===== src/sv/meter_response_frame_checker_core_defines.svh =====
// Assertion macros shared by the meter response frame checker RTL.
// Depends on nothing; the files that check their own logic include it.
`ifndef METER_RESPONSE_FRAME_CHECKER_CORE_DEFINES_SVH
`define METER_RESPONSE_FRAME_CHECKER_CORE_DEFINES_SVH

// Same-cycle implication, switched off while reset is asserted.
`define MRFC_ASSERT_IMP(lbl, clk, rst_n, ante, cons) \
	lbl: assert property (@(posedge clk) disable iff (!rst_n) (ante) |-> (cons)) \
		else $error("frame checker assertion failed");

// Next-cycle implication, switched off while reset is asserted.
`define MRFC_ASSERT_NXT(lbl, clk, rst_n, ante, cons) \
	lbl: assert property (@(posedge clk) disable iff (!rst_n) (ante) |=> (cons)) \
		else $error("frame checker assertion failed");

`endif


===== src/sv/mrfc_pkg.sv =====
// Types, constants and the CRC step shared by the meter response frame checker.
// Depends on nothing; every module of the block imports it.
`default_nettype none

package mrfc_pkg;

	localparam int MAX_FRAME           = 32;
	localparam int MIN_FRAME           = 23;
	localparam int BYTE_COUNT_POS      = 2;
	localparam int BYTE_COUNT_OVERHEAD = 5;
	localparam int CRC_FIRST_POS       = 2;
	localparam int CAP_FIRST           = 3;
	localparam int CAP_LAST            = 22;
	localparam int CAP_DEPTH           = CAP_LAST - CAP_FIRST + 1;
	localparam int CAP_IDX_W           = $clog2(CAP_DEPTH);
	localparam int QPTR_W              = 2;
	localparam int QUEUE_DEPTH         = 1 << QPTR_W;
	localparam logic [15:0] CRC_INIT   = 16'hFFFF;
	localparam logic [15:0] CRC_POLY   = 16'hA001;
	localparam int TDATA_W             = 168;

	typedef enum logic [1:0] {
		STATUS_OK      = 2'd0,
		STATUS_CRC_ERR = 2'd1,
		STATUS_LEN_ERR = 2'd2
	} status_t;

	// One classified byte, as the front hands it to the back.
	typedef struct packed {
		logic [7:0]           data;
		logic                 feed_en;
		logic [7:0]           feed_byte;
		logic                 cap_en;
		logic [CAP_IDX_W-1:0] cap_idx;
		logic                 last;
		logic                 len_err;
		logic [15:0]          rx_crc;
	} entry_t;

	typedef struct packed {
		logic [15:0] alarm_status;
		logic [15:0] power_factor;
		logic [15:0] line_frequency;
		logic [31:0] active_energy;
		logic [31:0] active_power;
		logic [31:0] current;
		logic [15:0] voltage;
	} readings_t;

	// One byte of the reflected Modbus CRC-16.
	function automatic logic [15:0] crc16_feed(input logic [15:0] crc_in,
			input logic [7:0] b);
		logic [15:0] c;
		c = crc_in ^ {8'h00, b};
		for (int k = 0; k < 8; k++) begin
			c = c[0] ? ((c >> 1) ^ CRC_POLY) : (c >> 1);
		end
		return c;
	endfunction

endpackage

`default_nettype wire


===== src/sv/mrfc_queue.sv =====
// Short first-in first-out queue of classified bytes between front and back.
// Depends on mrfc_pkg for the entry type and the queue depth.
`default_nettype none

module mrfc_queue (
	input  wire logic            clk,
	input  wire logic            arst_n,
	input  wire logic            push_valid,
	output logic                 push_ready,
	input  wire mrfc_pkg::entry_t push_entry,
	output logic                 pop_valid,
	input  wire logic            pop_ready,
	output mrfc_pkg::entry_t     pop_entry
);
	import mrfc_pkg::*;

	entry_t              mem_q [QUEUE_DEPTH];
	logic [QPTR_W-1:0]   wr_ptr_q;
	logic [QPTR_W-1:0]   rd_ptr_q;
	logic [QPTR_W:0]     count_q;
	logic                do_push;
	logic                do_pop;

	assign push_ready = (count_q != (QPTR_W+1)'(QUEUE_DEPTH));
	assign pop_valid  = (count_q != '0);
	assign pop_entry  = mem_q[rd_ptr_q];
	assign do_push    = push_valid && push_ready;
	assign do_pop     = pop_valid && pop_ready;

	always_ff @(posedge clk or negedge arst_n) begin
		if (!arst_n) begin
			wr_ptr_q <= '0;
			rd_ptr_q <= '0;
			count_q  <= '0;
		end else begin
			if (do_push) wr_ptr_q <= wr_ptr_q + 1'b1;
			if (do_pop) rd_ptr_q <= rd_ptr_q + 1'b1;
			if (do_push && !do_pop) count_q <= count_q + 1'b1;
			else if (!do_push && do_pop) count_q <= count_q - 1'b1;
		end
	end

	always_ff @(posedge clk) begin
		if (do_push) mem_q[wr_ptr_q] <= push_entry;
	end

endmodule

`default_nettype wire


===== src/sv/mrfc_front.sv =====
// Front of the frame checker: counts bytes, keeps the tail pair, judges the length.
// Depends on mrfc_pkg for the entry type and the frame constants.
`default_nettype none

module mrfc_front (
	input  wire logic         clk,
	input  wire logic         arst_n,
	input  wire logic         in_valid,
	output logic              in_ready,
	input  wire logic [7:0]   in_byte,
	input  wire logic         in_last,
	output logic              push_valid,
	input  wire logic         push_ready,
	output mrfc_pkg::entry_t  push_entry
);
	import mrfc_pkg::*;

	logic [7:0]  pos_q;
	logic        ovf_q;
	logic [15:0] tail_q;
	logic [7:0]  byte2_q;
	logic        accept;
	logic [7:0]  len_next;
	logic        ovf_next;
	logic [7:0]  byte2;
	logic [8:0]  count_sum;

	assign in_ready   = push_ready;
	assign push_valid = in_valid;
	assign accept     = in_valid && push_ready;

	always_comb begin
		ovf_next  = ovf_q || (pos_q == 8'hFF);
		len_next  = (pos_q == 8'hFF) ? 8'hFF : pos_q + 8'd1;
		byte2     = (pos_q == 8'(BYTE_COUNT_POS)) ? in_byte : byte2_q;
		count_sum = {1'b0, byte2} + 9'(BYTE_COUNT_OVERHEAD);

		push_entry.data      = in_byte;
		push_entry.feed_en   = (pos_q >= 8'(CRC_FIRST_POS));
		push_entry.feed_byte = tail_q[7:0];
		push_entry.cap_en    = pos_q inside {[8'(CAP_FIRST):8'(CAP_LAST)]};
		push_entry.cap_idx   = CAP_IDX_W'(pos_q - 8'(CAP_FIRST));
		push_entry.last      = in_last;
		push_entry.len_err   = ovf_next || (len_next < 8'(MIN_FRAME)) ||
			(len_next > 8'(MAX_FRAME)) || (count_sum != {1'b0, len_next});
		push_entry.rx_crc    = {in_byte, tail_q[15:8]};
	end

	always_ff @(posedge clk or negedge arst_n) begin
		if (!arst_n) begin
			pos_q  <= '0;
			ovf_q  <= 1'b0;
			tail_q <= '0;
		end else if (accept) begin
			if (in_last) begin
				pos_q  <= '0;
				ovf_q  <= 1'b0;
				tail_q <= '0;
			end else begin
				pos_q  <= len_next;
				ovf_q  <= ovf_next;
				tail_q <= {in_byte, tail_q[15:8]};
			end
		end
	end

	always_ff @(posedge clk) begin
		if (accept && (pos_q == 8'(BYTE_COUNT_POS))) byte2_q <= in_byte;
	end

endmodule

`default_nettype wire


===== src/sv/mrfc_back.sv =====
// Back of the frame checker: CRC, byte capture, verdict and the result register.
// Depends on mrfc_pkg and on the assertion macros header.
`default_nettype none
`include "meter_response_frame_checker_core_defines.svh"

module mrfc_back (
	input  wire logic          clk,
	input  wire logic          arst_n,
	input  wire logic          pop_valid,
	output logic               pop_ready,
	input  wire mrfc_pkg::entry_t pop_entry,
	output logic               out_valid,
	input  wire logic          out_ready,
	output mrfc_pkg::status_t  out_status,
	output mrfc_pkg::readings_t out_readings
);
	import mrfc_pkg::*;

	logic [15:0] crc_q;
	logic [7:0]  cap_q [CAP_DEPTH];
	logic        fin_valid_s1;
	logic [15:0] fin_crc_s1;
	logic [15:0] rx_crc_s1;
	logic        len_err_s1;
	status_t     status_q;
	readings_t   readings_q;
	logic        m_tvalid_q;
	logic        s2_fire;
	logic        pop;
	logic [15:0] crc_next;
	status_t     status_next;
	readings_t   unpacked;
	logic        verdict_stuck;

	assign s2_fire   = fin_valid_s1 && (!m_tvalid_q || out_ready);
	assign pop_ready = !fin_valid_s1 || s2_fire;
	assign pop       = pop_valid && pop_ready;
	assign crc_next  = pop_entry.feed_en ? crc16_feed(crc_q, pop_entry.feed_byte) : crc_q;

	// A verdict is waiting but the output register cannot take it yet.
	assign verdict_stuck = fin_valid_s1 && !s2_fire;

	assign out_valid    = m_tvalid_q;
	assign out_status   = status_q;
	assign out_readings = readings_q;

	// Captured entry i holds frame byte i + CAP_FIRST; words arrive high byte first.
	always_comb begin
		unpacked.voltage        = {cap_q[0], cap_q[1]};
		unpacked.current        = {cap_q[4], cap_q[5], cap_q[2], cap_q[3]};
		unpacked.active_power   = {cap_q[8], cap_q[9], cap_q[6], cap_q[7]};
		unpacked.active_energy  = {cap_q[12], cap_q[13], cap_q[10], cap_q[11]};
		unpacked.line_frequency = {cap_q[14], cap_q[15]};
		unpacked.power_factor   = {cap_q[16], cap_q[17]};
		unpacked.alarm_status   = {cap_q[18], cap_q[19]};
		if (len_err_s1) status_next = STATUS_LEN_ERR;
		else if (rx_crc_s1 != fin_crc_s1) status_next = STATUS_CRC_ERR;
		else status_next = STATUS_OK;
	end

	always_ff @(posedge clk or negedge arst_n) begin
		if (!arst_n) begin
			crc_q        <= CRC_INIT;
			fin_valid_s1 <= 1'b0;
			m_tvalid_q   <= 1'b0;
			status_q     <= STATUS_OK;
			readings_q   <= '0;
		end else begin
			if (pop) crc_q <= pop_entry.last ? CRC_INIT : crc_next;
			if (pop && pop_entry.last) fin_valid_s1 <= 1'b1;
			else if (s2_fire) fin_valid_s1 <= 1'b0;
			if (s2_fire) begin
				m_tvalid_q <= 1'b1;
				status_q   <= status_next;
				if (status_next == STATUS_OK) readings_q <= unpacked;
			end else if (out_ready) begin
				m_tvalid_q <= 1'b0;
			end
		end
	end

	always_ff @(posedge clk) begin
		if (pop && pop_entry.cap_en) cap_q[pop_entry.cap_idx] <= pop_entry.data;
		if (pop && pop_entry.last) begin
			fin_crc_s1 <= crc_next;
			rx_crc_s1  <= pop_entry.rx_crc;
			len_err_s1 <= pop_entry.len_err;
		end
	end

	`MRFC_ASSERT_NXT(a_verdict_loads_result, clk, arst_n, s2_fire, m_tvalid_q)
	`MRFC_ASSERT_NXT(a_pending_verdict_holds, clk, arst_n, verdict_stuck, fin_valid_s1)
	`MRFC_ASSERT_NXT(a_verdict_stable, clk, arst_n, verdict_stuck, $stable({rx_crc_s1, fin_crc_s1}))
	`MRFC_ASSERT_NXT(a_no_repeated_result, clk, arst_n, m_tvalid_q && out_ready && !s2_fire, !m_tvalid_q)
	`MRFC_ASSERT_IMP(a_no_pop_while_stuck, clk, arst_n, verdict_stuck, !pop)

endmodule

`default_nettype wire


===== src/sv/meter_response_frame_checker_core.sv =====
// Top level of the meter response frame checker: front, byte queue and back.
// Depends on mrfc_pkg, mrfc_front, mrfc_queue and mrfc_back.
//
// Usage: the slave stream carries one received byte of a Modbus RTU meter
// response per word, with s_tlast high on the last byte of the frame. The
// master stream gives exactly one result word per frame: a status code
// (accepted, CRC mismatch, or length and byte count error) and the seven
// readings of the last accepted frame, which are zero after reset.
// Throughput is one byte per cycle: the front takes a word every cycle that
// the four-entry byte queue has room, and the back retires one queued byte a
// cycle through its one-byte CRC step while no verdict waits. A frame's last
// byte goes through the queue and the verdict register before m_tvalid rises.
// When the receiver holds m_tready low, the result stays in the output
// register; the back keeps retiring bytes until it reaches the next frame's
// last byte, then waits, and the front keeps taking bytes until the queue
// fills. Reset clears the byte count, the CRC, the queue and the readings,
// and drops m_tvalid; no clearing pass is needed, so s_tready rises as soon
// as reset is released.
`default_nettype none

module meter_response_frame_checker_core (
	input  wire logic                          clk,
	input  wire logic                          arst_n,
	input  wire logic                          s_tvalid,
	output logic                               s_tready,
	input  wire logic [7:0]                    s_tdata,   // rx_byte
	input  wire logic                          s_tlast,   // frame_end
	output logic                               m_tvalid,
	input  wire logic                          m_tready,
	// status[1:0], voltage[17:2], current[49:18], active_power[81:50],
	// active_energy[113:82], line_frequency[129:114], power_factor[145:130],
	// alarm_status[161:146], zero fill above
	output logic [mrfc_pkg::TDATA_W-1:0]       m_tdata
);
	import mrfc_pkg::*;

	logic      push_valid;
	logic      push_ready;
	entry_t    push_entry;
	logic      pop_valid;
	logic      pop_ready;
	entry_t    pop_entry;
	status_t   status;
	readings_t readings;

	// The front classifies each byte as it arrives: CRC feed, capture slot and
	// the length verdict, from the byte position so far and the byte count field.
	mrfc_front u_front (
		.clk        (clk),
		.arst_n     (arst_n),
		.in_valid   (s_tvalid),
		.in_ready   (s_tready),
		.in_byte    (s_tdata),
		.in_last    (s_tlast),
		.push_valid (push_valid),
		.push_ready (push_ready),
		.push_entry (push_entry)
	);

	mrfc_queue u_queue (
		.clk        (clk),
		.arst_n     (arst_n),
		.push_valid (push_valid),
		.push_ready (push_ready),
		.push_entry (push_entry),
		.pop_valid  (pop_valid),
		.pop_ready  (pop_ready),
		.pop_entry  (pop_entry)
	);

	// The back runs the CRC, stores the payload bytes and forms the result.
	mrfc_back u_back (
		.clk          (clk),
		.arst_n       (arst_n),
		.pop_valid    (pop_valid),
		.pop_ready    (pop_ready),
		.pop_entry    (pop_entry),
		.out_valid    (m_tvalid),
		.out_ready    (m_tready),
		.out_status   (status),
		.out_readings (readings)
	);

	// The readings struct is declared highest field first, so it packs
	// voltage at the bottom, right above the status.
	assign m_tdata = {6'b0, readings, status};

endmodule

`default_nettype wire


===== config.mk =====
export PLATFORM = sky130hd
export DESIGN_NAME = meter_response_frame_checker_core
export DESIGN_NICKNAME = d
export VERILOG_FILES = /design/src/sv/mrfc_pkg.sv /design/src/sv/mrfc_queue.sv /design/src/sv/mrfc_front.sv /design/src/sv/mrfc_back.sv /design/src/sv/meter_response_frame_checker_core.sv
export VERILOG_INCLUDE_DIRS = /design/src /design/src/sv
export SDC_FILE = /design/constraint.sdc
export NUM_CORES = 1
export LEC_CHECK = 0
export BUFFER_PORTS_ARGS = -buffer_cell sky130_fd_sc_hd__buf_4
export CAP_MARGIN = 15
export CORE_ASPECT_RATIO = 0.5
export CORE_MARGIN = 1.5
export CORE_UTILIZATION = 24
export CTS_CLUSTER_SIZE = 28
export DETAILED_ROUTE_END_ITERATION = 12
export MAX_ROUTING_LAYER = met4
export RECOVER_POWER = 100
export SLEW_MARGIN = 20
export SYNTH_ARGS = -nofsm -noshare
export SYNTH_HDL_FRONTEND = slang
export SYNTH_SLANG_ARGS = --single-unit

===== constraint.sdc =====
create_clock -name clk -period 7.4 [get_ports clk]
set_input_delay 0.74 -clock clk [delete_from_list [all_inputs] [get_ports clk]]
set_output_delay 0.74 -clock clk [all_outputs]
set_load 0.02 [all_outputs]

Word-level counts from Yosys, hierarchy flattened
Memory sizes are Yosys's and may differ from the RTL's. A register that Yosys moved wholly into a read port is not among the register bits.
Index checks and enable logic that the tools add are counted.
Word-level totals
  bits in registers: 93
  memory bits (writable): 324
  input bits: 13
  output and inout port bits: 170
  logic and storage cells: 114
  memories kept: 2
Memories
  u_queue.mem_q: words 4, bits a word 41, read ports 1, clocked after memory_dff 0, write ports 1, RTL line mrfc_queue.sv:17  | entry_t mem_q [QUEUE_DEPTH];
  u_back.cap_q: words 20, bits a word 8, read ports 20, clocked after memory_dff 20, write ports 1, RTL line mrfc_back.sv:20  | logic [7:0] cap_q [CAP_DEPTH];
Operators by class
  $add $sub $neg: 7
  $lt $le $gt $ge: 5
  equality and inequality tests: 5
  muxes and demuxes: 27
  bitwise logic cells: 9
  reduce and logical (&&, ||, !) cells: 45
Operator list (number)
  two-way mux 16 bit: 11
  logical NOT 1 bit: 24
  two-way mux 8 bit: 3
  inverter 2 -> 3 bit: 8
  greater-or-equal comparator 8 x 2 -> 1 bit, second input constant: 2
  != test 16 bit: 1
  XOR 16 x 8 -> 16 bit: 1
  two-way mux 1 bit: 10
  adder 8 x 3 -> 9 bit, second input constant: 1
  logical AND 1 bit: 9
  != test 9 x 8 -> 1 bit: 1
  adder 8 x 1 -> 8 bit, second input constant: 1
  == test 8 x 2 -> 1 bit, second input constant: 1
  == test 8 bit, second input constant: 1
  > comparator 8 x 6 -> 1 bit, second input constant: 1
  less-or-equal comparator 8 x 5 -> 1 bit, second input constant: 1
  < comparator 8 x 5 -> 1 bit, second input constant: 1
  logical OR 1 bit: 6
  two-way mux 3 bit: 2
  nonzero test 2 bit: 3
  subtractor 5 x 2 -> 5 bit, second input constant: 1
  adder 2 x 1 -> 2 bit, second input constant: 2
  adder 3 x 1 -> 3 bit, second input constant: 1
  != test 3 bit, second input constant: 1
  other kinds (5): 5

Depth between registers and ports, before layout
An unclocked memory read counts as a cell.
  depth after elaboration: 20
  gate-level depth with buffers: 13
  gate-level depth less buffers: 11

Cells and area by module
From an unflattened synthesis, not the netlist that was laid out.
Second synthesis, totals
  cell total of the unflattened synthesis: 1209
  area, all modules: 21854.7 um2
By module, submodules not included
  mrfc_back: instances 1, cells each 703, area an instance 13212.7 um2, seq. area each 10319.9 um2
  mrfc_queue: instances 1, cells each 250, area an instance 6381.1 um2, seq. area each 5099.9 um2
  mrfc_front: instances 1, cells each 249, area an instance 2212.1 um2, seq. area each 865.8 um2
  meter_response_frame_checker_core: instances 1, cells each 7, area an instance 48.8 um2, seq. area each 0.0 um2

Least setup slack after synthesis
OpenSTA, ideal clock, no wires.
  kind: register -> register
  from: register u_front.pos_q[6]
  to: memory u_queue.mem_q[0][16] in the netlist's numbering (data pin)
  setup time: 0.291 ns
  data arrival time: 2.943 ns
  data required time: 7.109 ns
  slack: 4.165 ns
  cell stages (with the launch flop): 14
  path buffers: 2
  clock period less this slack: 3.235 ns
  path through: dfrtp_1 clkbuf_1 nor3_1 nand3_1 clkbuf_1 mux2_2 ha_1 o2111ai_1 xor2_1 mux2i_1 xnor2_1 nand4_1 o31ai_1 nand4_1
RTL lines
  start, declared: RTL line mrfc_front.sv:18  | logic [7:0] pos_q;
  start signal, assigned: RTL line mrfc_front.sv:60  | pos_q <= len_next;
  end, declared: RTL line mrfc_queue.sv:17

Worst setup path in the final report
  from: register u_queue.rd_ptr_q[0]
  to: register u_back.fin_crc_s1[0] (data pin)
On the way
  cells in the longest elaborated chain, start to end: 12
  elaborated cells between the ends (all ways): 18
  those cells by class: mux: 9; bitwise: 8; memory: 1
RTL lines
  start, declared: RTL line mrfc_queue.sv:19  | logic [QPTR_W-1:0] rd_ptr_q;
  start signal, assigned: RTL line mrfc_queue.sv:37  | if (do_pop) rd_ptr_q <= rd_ptr_q + 1'b1;
  memory (4 x 41 bit) (*)
  XOR 16 x 8 -> 16 bit: RTL line mrfc_pkg.sv:54  | c = crc_in ^ {8'h00, b};
  two-way mux 16 bit / inverter 2 -> 3 bit (equally long branches) (6 in a row)
  inverter 2 -> 3 bit (no source line) / two-way mux 16 bit (equally long branches)
  two-way mux 16 bit (2 in a row): RTL line mrfc_pkg.sv:56  | c = c[0] ? ((c >> 1) ^ CRC_POLY) : (c >> 1);
  two-way mux 16 bit (*): RTL line mrfc_back.sv:38  | assign crc_next = pop_entry.feed_en ? crc16_feed(crc_q, pop_entry.feed_byte) : crc_q;
  net u_back.crc_next[0]: RTL line mrfc_back.sv:30  | logic [15:0] crc_next;
  end signal, assigned: RTL line mrfc_back.sv:85  | fin_crc_s1 <= crc_next;
  end, declared: RTL line mrfc_back.sv:22  | logic [15:0] fin_crc_s1;
The timed path passes the listed nets; every way through them passes the cells marked *.
A chain may end at the register's enable or synchronous reset.

==> metrics.txt <==
# TYPE chip_impl_metric gauge
chip_impl_info{name="outcome",value="finished with violations"} 1
chip_impl_info{name="failed_checks",value="capacitance limit, slew limit"} 1
chip_impl_metric{name="detailed_place_hpwl",unit="um"} 28120
chip_impl_metric{name="timing.slew.headroom",unit="%"} -199.5
chip_impl_metric{name="die-height",unit="um"} 209.3
chip_impl_info{name="tritoncts",value="built"} 1
chip_impl_metric{name="yosys_register_bits",unit=""} 545
chip_impl_metric{name="maximum_level_of_the_cts_h_tree",unit=""} 2
chip_impl_info{name="rsz0062_at_grt",value="false"} 1
chip_impl_metric{name="track_usage",unit="%"} 10.54
chip_impl_metric{name="drt_wl_cell",unit="um"} 18.05
chip_impl_metric{name="power.static_leakage",unit="nW"} 9.268
chip_impl_metric{name="yosysSeqAreaShare",unit="%"} 75.03
chip_impl_metric{name="gp_congestion",unit=""} 0.8170
chip_impl_info{name="layout_commonest_cell",value="sky130_fd_sc_hd__edfxtp_1"} 1
chip_impl_metric{name="setup_viol_count_final",unit=""} 0
chip_impl_metric{name="final.setup_skew",unit="ps"} 20.58
chip_impl_metric{name="stdcell_area",unit="um2"} 24140
chip_impl_metric{name="cts_inserted_buffers",unit=""} 55
chip_impl_metric{name="vias_per_cell",unit=""} 4.131
chip_impl_metric{name="met1_usage",unit="%"} 13.98
chip_impl_metric{name="drive_above_1_share",unit="%"} 10.56
chip_impl_metric{name="async_reset_ff_share",unit="%"} 38.90
chip_impl_metric{name="final.setup.tns",unit="ps"} 0
chip_impl_metric{name="finish.net_count",unit=""} 1377
chip_impl_metric{name="grt.overflow.total",unit=""} 0
chip_impl_info{name="critPathCaptureType",value="flip-flop"} 1
chip_impl_info{name="crit-reg2reg-launch",value="u_queue.rd_ptr_q[0]$_DFFE_PN0P_"} 1
chip_impl_metric{name="first_global_vias",unit=""} 10610
chip_impl_metric{name="synthesis.yosys.warnings",unit=""} 0
chip_impl_metric{name="dpl-instance-area",unit="um2"} 23050
chip_impl_metric{name="max_cap_viols",unit=""} 6
chip_impl_metric{name="ant_nets",unit=""} 0
chip_impl_metric{name="hold_viol_final",unit=""} 0
chip_impl_metric{name="ctsResizeCount",unit=""} 0
chip_impl_info{name="whs_endpoint",value="u_back.fin_valid_s1$_DFFE_PN0P_"} 1
chip_impl_info{name="ys_top_cells_by_area",value="sky130_fd_sc_hd__edfxtp_1 49%, sky130_fd_sc_hd__dfrtp_1 24%, sky130_fd_sc_hd__mux2_1 9.1%, sky130_fd_sc_hd__mux4_2 3.6%, sky130_fd_sc_hd__dfstp_2 2.1%"} 1
chip_impl_metric{name="fin_worst_hold_slack",unit="ps"} 447.5
chip_impl_info{name="synth_top_area_cell",value="sky130_fd_sc_hd__edfxtp_1"} 1
chip_impl_metric{name="detail_route.drc_violations",unit=""} 0
chip_impl_metric{name="maximum_fanout_encountered_on_the_critical_timing_path",unit=""} 35
chip_impl_metric{name="clk_sink_count",unit=""} 545
chip_impl_metric{name="grt_antenna_before_repair",unit=""} 0
chip_impl_metric{name="cp_data_arrival_time",unit="ps"} 5480
chip_impl_metric{name="num_rows",unit=""} 75
chip_impl_info{name="hold_start",value="m_tready"} 1
chip_impl_metric{name="slew_violations",unit=""} 249
chip_impl_metric{name="cts.path.max_buffers",unit=""} 3
chip_impl_metric{name="pin_count",unit=""} 183
chip_impl_info{name="grt_most_used_layer",value="met2"} 1
chip_impl_metric{name="final_period_minus_worst_setup_slack",unit="ps"} 5141
chip_impl_metric{name="avgSynthCellArea",unit="um2"} 17.67
chip_impl_metric{name="grt_start_max_net_pins",unit=""} 161
chip_impl_metric{name="floorplan.core_area",unit="um2"} 84080
chip_impl_metric{name="synth.lib_cells_used.distinct",unit=""} 56
chip_impl_metric{name="synth_area",unit="um2"} 20420
chip_impl_metric{name="hold_depth",unit=""} 3
chip_impl_metric{name="grt_pass1_wl",unit="um"} 68250
chip_impl_metric{name="port_buffers",unit=""} 176
chip_impl_metric{name="postCtsSetupRepairBufs",unit=""} 0
chip_impl_metric{name="utilization",unit="%"} 28.71
chip_impl_metric{name="period_share",unit="%"} 69.48
chip_impl_metric{name="globalRouteMet2Util",unit="%"} 16.97
chip_impl_metric{name="maximum_ir_drop_on_the_vdd_rail",unit="mV"} 0.2311
chip_impl_metric{name="timing.fmax",unit="MHz"} 194.5
chip_impl_metric{name="worst_r2r_path_depth",unit=""} 8
chip_impl_metric{name="critPathRequiredTime",unit="ps"} 7730
chip_impl_metric{name="met3_track_demand_over_resource_in_global_routing",unit="%"} 1.539
chip_impl_metric{name="initial_utilization",unit="%"} 24.29
chip_impl_info{name="ff_to_ff_end",value="u_back.fin_crc_s1[0]$_DFFE_PP_"} 1
chip_impl_info{name="final_cell_mix",value="333 x sky130_fd_sc_hd__edfxtp_1, 195 x sky130_fd_sc_hd__clkbuf_1, 195 x sky130_fd_sc_hd__dfrtp_1, 166 x sky130_fd_sc_hd__mux2_1, 68 x sky130_fd_sc_hd__nand2_1"} 1
chip_impl_metric{name="num_vias",unit=""} 10397
chip_impl_metric{name="synthToLayoutAreaGrowth",unit="%"} 18.19
chip_impl_metric{name="dr.pass1.iters",unit=""} 5
chip_impl_info{name="worst_hold_path_type",value="in2reg"} 1
chip_impl_metric{name="worstMarginPinSlew",unit="ps"} 4492
chip_impl_metric{name="chipWidth",unit="um"} 415.6
chip_impl_info{name="worst_setup_path_start_kind",value="flip-flop"} 1
chip_impl_info{name="postSynth.topFlopCell",value="sky130_fd_sc_hd__edfxtp_1"} 1
chip_impl_metric{name="postLayoutSetupSlackWorst",unit="ps"} 2259
chip_impl_info{name="critPathKind",value="reg2reg"} 1
chip_impl_info{name="cts_root_buf",value="sky130_fd_sc_hd__clkbuf_16"} 1
chip_impl_metric{name="netlist_instances",unit=""} 1156
chip_impl_metric{name="power_density",unit="nW/um2"} 382.1
chip_impl_metric{name="n_antenna_cell",unit=""} 0
chip_impl_metric{name="cts-hold-fix-buffers",unit=""} 0
chip_impl_metric{name="reg2reg_slack",unit="ps"} 2260
chip_impl_metric{name="cts_clock_pin_slew_for_the_worst_setup_and_hold_paths",unit="ps"} 60
chip_impl_metric{name="synth_top_area_share",unit="%"} 48.96
chip_impl_metric{name="drt_iter0_drc",unit=""} 622
chip_impl_metric{name="placement.setup.worst_slack",unit="ps"} 3621
chip_impl_metric{name="edff_count_synth",unit=""} 333
chip_impl_metric{name="totalWireLength",unit="um"} 45420
chip_impl_metric{name="clk-insertion-delay-late",unit="ps"} 590
chip_impl_metric{name="die_area",unit="um2"} 86970
flip-flops by register name, summed over array words and instances, names as in the netlist, 16 cells and up:
signal	flops
u_front.tail_q	16
u_back.cap_q	160
u_back.fin_crc_s1	16
u_back.out_readings	160
u_queue.mem_q	132
u_back.crc_q	16
u_back.rx_crc_s1	16
worst max-delay path: stages (launching register included):
cell,delay (ps)
sky130_fd_sc_hd__dfrtp_2,340
sky130_fd_sc_hd__clkbuf_1,2110
sky130_fd_sc_hd__mux4_2,730
sky130_fd_sc_hd__xnor2_1,300
sky130_fd_sc_hd__xnor2_1,200
sky130_fd_sc_hd__xnor3_1,490
sky130_fd_sc_hd__xor2_1,290
sky130_fd_sc_hd__xnor2_1,130
sky130_fd_sc_hd__mux2_2,270
Yosys cell counts, drive strengths merged (2+ instances only):
cell / instances
o2111ai: 4
nand4: 7
mux2: 174
mux2i: 7
ha: 8
nand2b: 5
nor2: 61
edfxtp: 333
dfstp: 16
nor3b: 2
nor2b: 3
nor4: 5
inv: 9
nand3: 9
a21o: 2
nand3b: 20
mux4: 33
a31oi: 6
or3: 4
nand2: 68
buf: 25
a211oi: 3
o21ai: 16
and2: 3
dfrtp: 196
a21oi: 13
o22a: 3
clkbuf: 27
a22o: 3
xnor2: 31
xor2: 28
nor3: 11
and4: 2
and3: 4
layer usage:
layer	wire length (um)	share of wire, %	vias to the layer above
li1	-	-	4709
met1	20670	46	5459
met2	22240	49	166
met3	1581	3.5	63
met4	926	2.0	0
met5	0	0	-
kinds of logic (layout without fill, tap and decap cells):
kind of cell	after synthesis	in the layout	share of synthesized area, %
XOR/XNOR	60	60	2.757
flip-flops	545	545	75.03
other	1	6	0.01836
AO/OA/AOI/OAI	58	58	1.844
AND/OR/NAND/NOR	207	207	4.833
buffers and inverters	62	302	1.354
adder cells (fa/ha/maj)	9	9	0.5881
multiplexers	214	214	13.58
worst max path at each step:
| stage | from | to | slack (ps) | depth (start not counted) |
|---|---|---|---|---|
| floorplan | u_front.pos_q[6]$_DFFE_PN0P_ | u_queue.mem_q[0][16]$_DFFE_PP_ | 4170 | 13 |
| global placement | u_front.pos_q[3]$_DFFE_PN0P_ | u_queue.mem_q[2][16]$_DFFE_PP_ | 3650 | 11 |
| detailed placement | u_front.pos_q[3]$_DFFE_PN0P_ | u_queue.mem_q[0][16]$_DFFE_PP_ | 3620 | 11 |
| CTS | u_front.pos_q[6]$_DFFE_PN0P_ | u_queue.mem_q[2][16]$_DFFE_PP_ | 3620 | 11 |
| global route | u_queue.rd_ptr_q[0]$_DFFE_PN0P_ | u_back.fin_crc_s1[0]$_DFFE_PP_ | 1660 | 8 |
| finish | u_queue.rd_ptr_q[0]$_DFFE_PN0P_ | u_back.fin_crc_s1[0]$_DFFE_PP_ | 2260 | 8 |
report_power, final:
group	leakage, nW	total (W)	internal, W	switching (W)
registers	5.88	0.00422	0.00403	0.000190
logic	2.50	0.00225	0.000793	0.00146
clock network	0.884	0.00275	0.00162	0.00113
total	9.27	0.00922	0.00645	0.00278
through the flow:
| stage | power, W | instances |
|---|---|---|
| 3_3_place_gp | 0.006598 | 2414 |
| 5_1_grt | 0.009663 | 2517 |
| 2_1_floorplan | 0.005827 | 1161 |
| 6_report | 0.009225 | 2517 |
| 4_1_cts | 0.009397 | 2517 |
| 3_5_place_dp | 0.006642 | 2414 |
final cells by class:
type,count,area [um2]
timing repair buffer,189,755.7
clock buffer,78,1575
multi-input combinational,554,4826
sequential,545,15330
inverter,10,37.54
clock inverter,25,224.0
tap,1116,1396
fill,8491,59940
Note: power is estimated with default switching activity, not from simulation.
